--- src/design/sims_pkg.sv ---
// Shared types and codes for the sorted interval merge set.
// Used by sims_cell, the top level and the port checker; depends on nothing.
`default_nettype none

package sims_pkg;

    typedef enum logic {
        OP_PUSH = 1'b0,
        OP_POP  = 1'b1
    } t_op;

    typedef enum logic [1:0] {
        ST_OK    = 2'd0,
        ST_EMPTY = 2'd1,
        ST_FULL  = 2'd2,
        ST_BAD   = 2'd3
    } t_status;

    // Command broadcast from the sequencer to every cell in the row.
    typedef enum logic [2:0] {
        CMD_HOLD    = 3'd0,
        CMD_LOOK    = 3'd1,
        CMD_INSERT  = 3'd2,
        CMD_MERGE   = 3'd3,
        CMD_SQUEEZE = 3'd4,
        CMD_POP     = 3'd5
    } t_cell_cmd;

    // Per-cell flags reported back to the sequencer and to the neighbors.
    typedef struct packed {
        logic meet;   // entry overlaps or touches the pushed interval
        logic below;  // entry lies wholly below the pushed interval
        logic pair;   // first meeting entry, and its right neighbor meets too
    } t_cell_stat;

endpackage

`default_nettype wire

--- src/design/sims_cell.sv ---
// One slot of the interval row: holds one entry and its compare flags.
// Trades data with its left and right neighbors; uses sims_pkg.
`default_nettype none

module sims_cell #(
    parameter int OFS_W = 48
) (
    input  wire                    i_clk,
    input  wire                    i_rst_n,
    input  sims_pkg::t_cell_cmd    i_cmd,
    input  wire                    i_occ,
    input  wire        [OFS_W-1:0] i_req_lo,
    input  wire        [OFS_W-1:0] i_req_hi,
    input  wire                    i_prev_below,
    input  wire        [OFS_W-1:0] i_left_lo,
    input  wire        [OFS_W-1:0] i_left_hi,
    input  wire        [OFS_W-1:0] i_right_lo,
    input  wire        [OFS_W-1:0] i_right_hi,
    input  wire                    i_right_meet,
    output logic       [OFS_W-1:0] o_lo,
    output logic       [OFS_W-1:0] o_hi,
    output sims_pkg::t_cell_stat   o_stat
);
    import sims_pkg::*;

    logic [OFS_W-1:0] r_lo, n_lo;
    logic [OFS_W-1:0] r_hi, n_hi;
    logic             r_meet, n_meet;
    logic             r_below, n_below;
    logic             first;
    logic             after;
    logic             ins_here;

    // Flags of a sorted, disjoint row make the meeting entries one contiguous run.
    assign first    = r_meet & i_prev_below;
    assign after    = ~i_prev_below;
    assign ins_here = ~r_below & i_prev_below;

    always_comb begin
        n_lo    = r_lo;
        n_hi    = r_hi;
        n_meet  = r_meet;
        n_below = r_below;
        unique case (i_cmd)
            CMD_HOLD: begin
            end
            CMD_LOOK: begin
                n_meet  = i_occ & (r_hi >= i_req_lo) & (r_lo <= i_req_hi);
                n_below = i_occ & (r_hi < i_req_lo);
            end
            CMD_INSERT: begin
                if (ins_here) begin
                    n_lo = i_req_lo;
                    n_hi = i_req_hi;
                end else if (after) begin
                    n_lo = i_left_lo;
                    n_hi = i_left_hi;
                end
            end
            CMD_MERGE: begin
                if (first) begin
                    n_lo = (i_req_lo < r_lo) ? i_req_lo : r_lo;
                    n_hi = (i_req_hi > r_hi) ? i_req_hi : r_hi;
                end
            end
            CMD_SQUEEZE: begin
                // Absorb the right neighbor; everything behind moves one slot down.
                if (first) begin
                    n_hi = (i_right_hi > r_hi) ? i_right_hi : r_hi;
                end else if (after) begin
                    n_lo   = i_right_lo;
                    n_hi   = i_right_hi;
                    n_meet = i_right_meet;
                end
            end
            CMD_POP: begin
                n_lo = i_right_lo;
                n_hi = i_right_hi;
            end
            default: begin
            end
        endcase
    end

    always_ff @(posedge i_clk) begin
        r_lo <= n_lo;
        r_hi <= n_hi;
        if (!i_rst_n) begin
            r_meet  <= 1'b0;
            r_below <= 1'b0;
        end else begin
            r_meet  <= n_meet;
            r_below <= n_below;
        end
    end

    assign o_lo        = r_lo;
    assign o_hi        = r_hi;
    assign o_stat.meet  = r_meet;
    assign o_stat.below = r_below;
    assign o_stat.pair  = first & i_right_meet;

endmodule

`default_nettype wire

--- config.mk ---
export PLATFORM = sky130hd
export DESIGN_NAME = sims_cell
export DESIGN_NICKNAME = d
export VERILOG_FILES = /design/src/design/sims_pkg.sv /design/src/design/sims_cell.sv
export SDC_FILE = /design/constraint.sdc
export NUM_CORES = 1
export LEC_CHECK = 0
export BUFFER_PORTS_ARGS = -buffer_cell sky130_fd_sc_hd__buf_2
export CAP_MARGIN = 0
export CORE_MARGIN = 1.5
export CORE_UTILIZATION = 46
export CTS_CLUSTER_DIAMETER = 100
export CTS_CLUSTER_SIZE = 28
export DETAILED_ROUTE_END_ITERATION = 7
export PLACE_DENSITY_LB_ADDON = 0.25
export SLEW_MARGIN = 20
export SYNTH_ARGS = -nofsm -noshare
export SYNTH_HDL_FRONTEND = slang
export SYNTH_SLANG_ARGS = --single-unit
--- constraint.sdc ---
create_clock -name i_clk -period 4.2 [get_ports i_clk]
set_input_delay 0.42 -clock i_clk [delete_from_list [all_inputs] [get_ports i_clk]]
set_output_delay 0.42 -clock i_clk [all_outputs]
set_load 0.01 [all_outputs]
Yosys cells after proc, flatten, opt, wreduce, memory -nomap -nowiden:

Index checks and enable logic that the tools add are counted.

* register bits after elaboration: 98
* input bits: 296
* output and inout bits: 99

* $lt $le $gt $ge: 6
* eq/ne operators: 13
* multiplexer cells: 18
* bitwise logic cells: 7
* reductions and logical operators: 5

Operator list (number)
* 48-bit 2-to-1 mux: 13
* 48-bit one-hot mux with 4 select lines: 2
* 48-bit > comparator: 2
* 48-bit less-than comparator: 2
* 48-bit greater-or-equal comparator: 1
* 48-bit less-or-equal comparator: 1
* 6-bit AND reduction: 2
* 2-bit inequality test (second input constant): 5
* 3-bit inequality test (second input constant): 3
* 1-bit bitwise AND: 6
* 3-bit by 2-bit == test with 1-bit output (second input constant): 2
* 3-bit == test (second input constant): 2
* 4-bit nonzero test: 1
* 3-bit by 1-bit == test with 1-bit output (second input constant): 1
* 3-bit AND reduction: 1
* 1-bit 2-to-1 mux: 2
* 1-bit one-hot mux with 2 select lines: 1
* 2-bit nonzero test: 1
* 1-bit inverter: 1

Logic depth before layout (Yosys ltp):

* depth in word-level cells: 4
* mapped depth: 10
* gate-level depth less buffers: 10

Least setup slack after synthesis:

No wires, ideal clock.

* path type: reg-to-reg
* from: reg r_hi[1] (netlist: o_hi[1])
* to: reg r_hi[0] (netlist: o_hi[0]) (enable)
* data arrival time: 4102 ps
* data required time: 3717 ps
* slack: -385 ps
* stages on the path, launching flop included: 11
* buffers on the path: 0
* period minus slack after synthesis: 4585 ps
* path through: edfxtp_1 -> inv_1 -> ha_1 -> nor2b_1 -> o21a_1 -> o21ai_0 -> a21oi_1 -> o311ai_0 -> a311oi_1 -> o21ai_0 -> a31oi_1

* word-level cells in the longest chain between the ends: 3
* elaborated cells between the ends (all ways): 5
* classes of those cells: order compare (2); eq/ne (2); reduce/logical (1)

RTL lines
* start: declaration: line sims_cell.sv:27 `logic [OFS_W-1:0] r_hi, n_hi;`
* start signal: assignment: line sims_cell.sv:87 `r_hi <= n_hi;`
* 48-bit > comparator, on equally long branches: line sims_cell.sv:69, sims_cell.sv:63
* 3-bit inequality test (no line) or 2-bit inequality test (tied branches)
* 6-bit AND reduction (no line) *

Every way passes the cells marked *; elsewhere a longest branch is shown, timed or not.
A chain may end at the register's enable or synchronous reset.

Final worst setup path:

* from: reg r_hi[1] (netlist: o_hi[1])
* to: reg r_hi[34] (netlist: o_hi[34]) (enable)

The elaborated chain is that of the path after synthesis.

==> results.toml <==
[worst_setup_path]
cp-start-kind = "register"
cp_cell_sequence = "inv_1, ha_1, nor2b_1, o21a_1, o21ai_0, a21oi_1, o311ai_0, a311oi_1, o21ai_0, a31oi_4, buf_8, buf_4"
reg2regPathDepth = 12
cp.required_ns = 4.23
critPathCaptureType = "register"
critPathSlowestCell = "a31oi_4"
crit_top_cell = "o21ai_0"
worst-setup-path-type = "reg2reg"
crit_arrival_ns = 3.71
cpPeakStageDelay_ns = 0.67
worst-path-max-fanout = 21

[sta]
finalHoldViolCount = 0
setup_viol = 0
finalCritPeriodShare = 0.8767
fmax_mhz = 271.6
rsz0062_at_grt = "no"
min_period_ns = 3.682
finClkSkew_ns = 0.01369
worst_slack_ns = 0.5177
drv_slew = 0
max_slew_margin = 0.4871
hold_ws_ns = 0.3268
tns_ns = 0
worst_slew_pin_slew_ns = 0.7624

[place]
place_area_sq_um = 12740
io_buffers = 394
dp_slack_ns = 0.2207
dp_hpwl_um = 31120
gp_congestion = 0.9834

[final_layout]
nets = 2078
stdcell_area_sq_um = 13120
syn_to_final_growth_pct = 25.40
layout_commonest_cell = "buf_2"
fillers = 2029
final_util = 0.5938
layout-drive-gt1-share = 0.2765
most-common-layout-cells = "buf_2 (394), inv_1 (297), ha_1 (239), a222oi_1 (96), edfxtp_1 (96)"

[yosys]
ys_async_sr_fraction = 0
synth-main-ff-cell = "edfxtp_1"
synth_area_leaders = "ha_1 (29%), edfxtp_1 (28%), inv_1 (11%), a222oi_1 (9.2%), a21oi_1 (3.6%)"
syn_nets = 1698
ys_types = 54
synth-edff-count = 96
yosysTopAreaCell = "ha_1"
synth-seq-area-share = 0.2794
avgSynthCellArea_sq_um = 8.996
ys_warn_count = 0
synth_top_area_share = 0.2858
syn-cell-area_sq_um = 10460
ys_ff_latch = 98
synth_cells = 1163

[die]
coreArea_sq_um = 22090
die_area_sq_um = 23660
rows = 54
start_util = 0.4736
die_x_um = 153.8
io_pins = 395
die_y_um = 153.8

[clocking]
root_buffer = "clkbuf_16"
cts.sinks = 98
ctsLongestPathBuffers = 2
post-cts-setup-buffers = 0
path_clk_slew_ns = 0.08
clock_latency_ns = 0.36
cts_tree = "yes"
cts_resized = 0
htreeDepth = 3
hold_buffers = 0
cts_buffers = 9

[outcome]
status = "finished with violations"
violations = "DRC"

[drt]
ant_nets = 0
first_iter_violations = 1285
drt-total-wl_um = 37620
routed_via_density = 5.949
firstDrtPassIters = 8
vias = 10910
wl_per_cell_um = 20.51
drc = 11

[power_and_ir_drop]
power_leakage_nw = 7.215
power_density_nw_per_um2 = 274.2
vdd_drop_max_mv = 0.1813

[global_route]
overflow = 0
grt_max_degree = 97
grt_use_met2 = 0.5339
met3_usage = 0.04961
grt_pass1_wl_um = 56810
antenna_found_initial = 7
top_usage_layer = "met2"
grt_pass1_vias = 10610
met1_usage = 0.3869
grtUsageTotal = 0.3102

[flow_run]
drv_cap = 0

[min_path]
holdPathStages = 3
hp-class = "in2reg"
cell type report:
cell class,instances,area [sq um],share of cell area
Inverter,297,1115,0.08497
Clock buffer,9,225.2,0.01717
Multi-Input combinational cell,733,6305,0.4805
Clock inverter,7,100.1,0.007629
Antenna cell,6,15.01,0.001144
Timing Repair Buffer,404,2087,0.1591
Tap cell,280,350.3,0.02670
Sequential cell,98,2923,0.2228
sequential cells by signal (all words and copies together) (netlist names):
signal   flops
o_hi        48
o_lo        48
r_meet       1
r_below      1
synth_stat cells (2+ instances only):
library cell  instances
a2111oi_0             4
nand2_1              35
o21ai_0              37
or3_1                 2
and4_1                3
buf_4                 2
a21o_1               34
a211oi_1              7
a221o_1               2
nand4_1              47
nand3_1              21
a222oi_1             96
a2111o_1              2
o21ai_1               2
a211o_1               3
o211ai_1             10
nor2_1               34
nor4_1                7
dfxtp_1               2
a221oi_1              5
ha_1                239
inv_1               297
a31oi_1               2
buf_2                 9
o2111ai_1             3
and3_1                6
a211oi_2              2
a21boi_0              2
clkbuf_1             22
o21a_1                5
a21oi_1              75
nor2b_1              11
nand2b_1              3
nor3_1               16
o31ai_1               2
edfxtp_1             96
worst max-delay path: cells and delay by family (launching register included):
kind | cells | cell delay (ns)
compound gates | 7 | 1.84
fa+ha+maj | 1 | 0.30
buf+inv | 3 | 0.66
flops | 1 | 0.39
simple gates | 1 | 0.13
kinds of logic (layout without fill, tap and decap cells):
group           count (synthesis)  in the layout  synth area share
simple gates                  192            192           0.09615
fa+ha+maj                     239            239            0.2858
buf+inv                       332            717            0.1210
compound gates                302            302            0.2177
flops                          98             98            0.2794
other cells                     0              6                 0
per-stage QoR:
stage / instances / power, mW
finish: 1834 / 3.598
CTS: 1826 / 3.592
floorplan: 1163 / 2.051
detailed placement: 1810 / 2.622
global route: 1833 / 3.811
global placement: 1809 / 2.586
power breakdown:
group,switching (mW),leakage (nW),internal [mW]
sequential,0.0876,0.934,1.20
combinational,0.776,6.13,0.563
clock,0.437,0.156,0.531
total,1.30,7.21,2.30
final timing paths:
kind                                  to  slack [ns]     startpoint
worst max-delay path            o_hi[34]        0.52        o_hi[1]
worst min register to register   r_below        0.55        r_below
worst min-delay path            o_lo[11]        0.33  i_left_lo[11]
worst max register to register  o_hi[34]        0.52        o_hi[1]
routing by layer:
metal  share of wire  vias up  wire length, um
met1            0.41     5094            15320
met2            0.47      597            17760
met4           0.039        2             1458
met3           0.082       96             3070
met5         0.00035        -               13
li1                -     5122                -
Note: power is estimated with default switching activity, not from simulation.
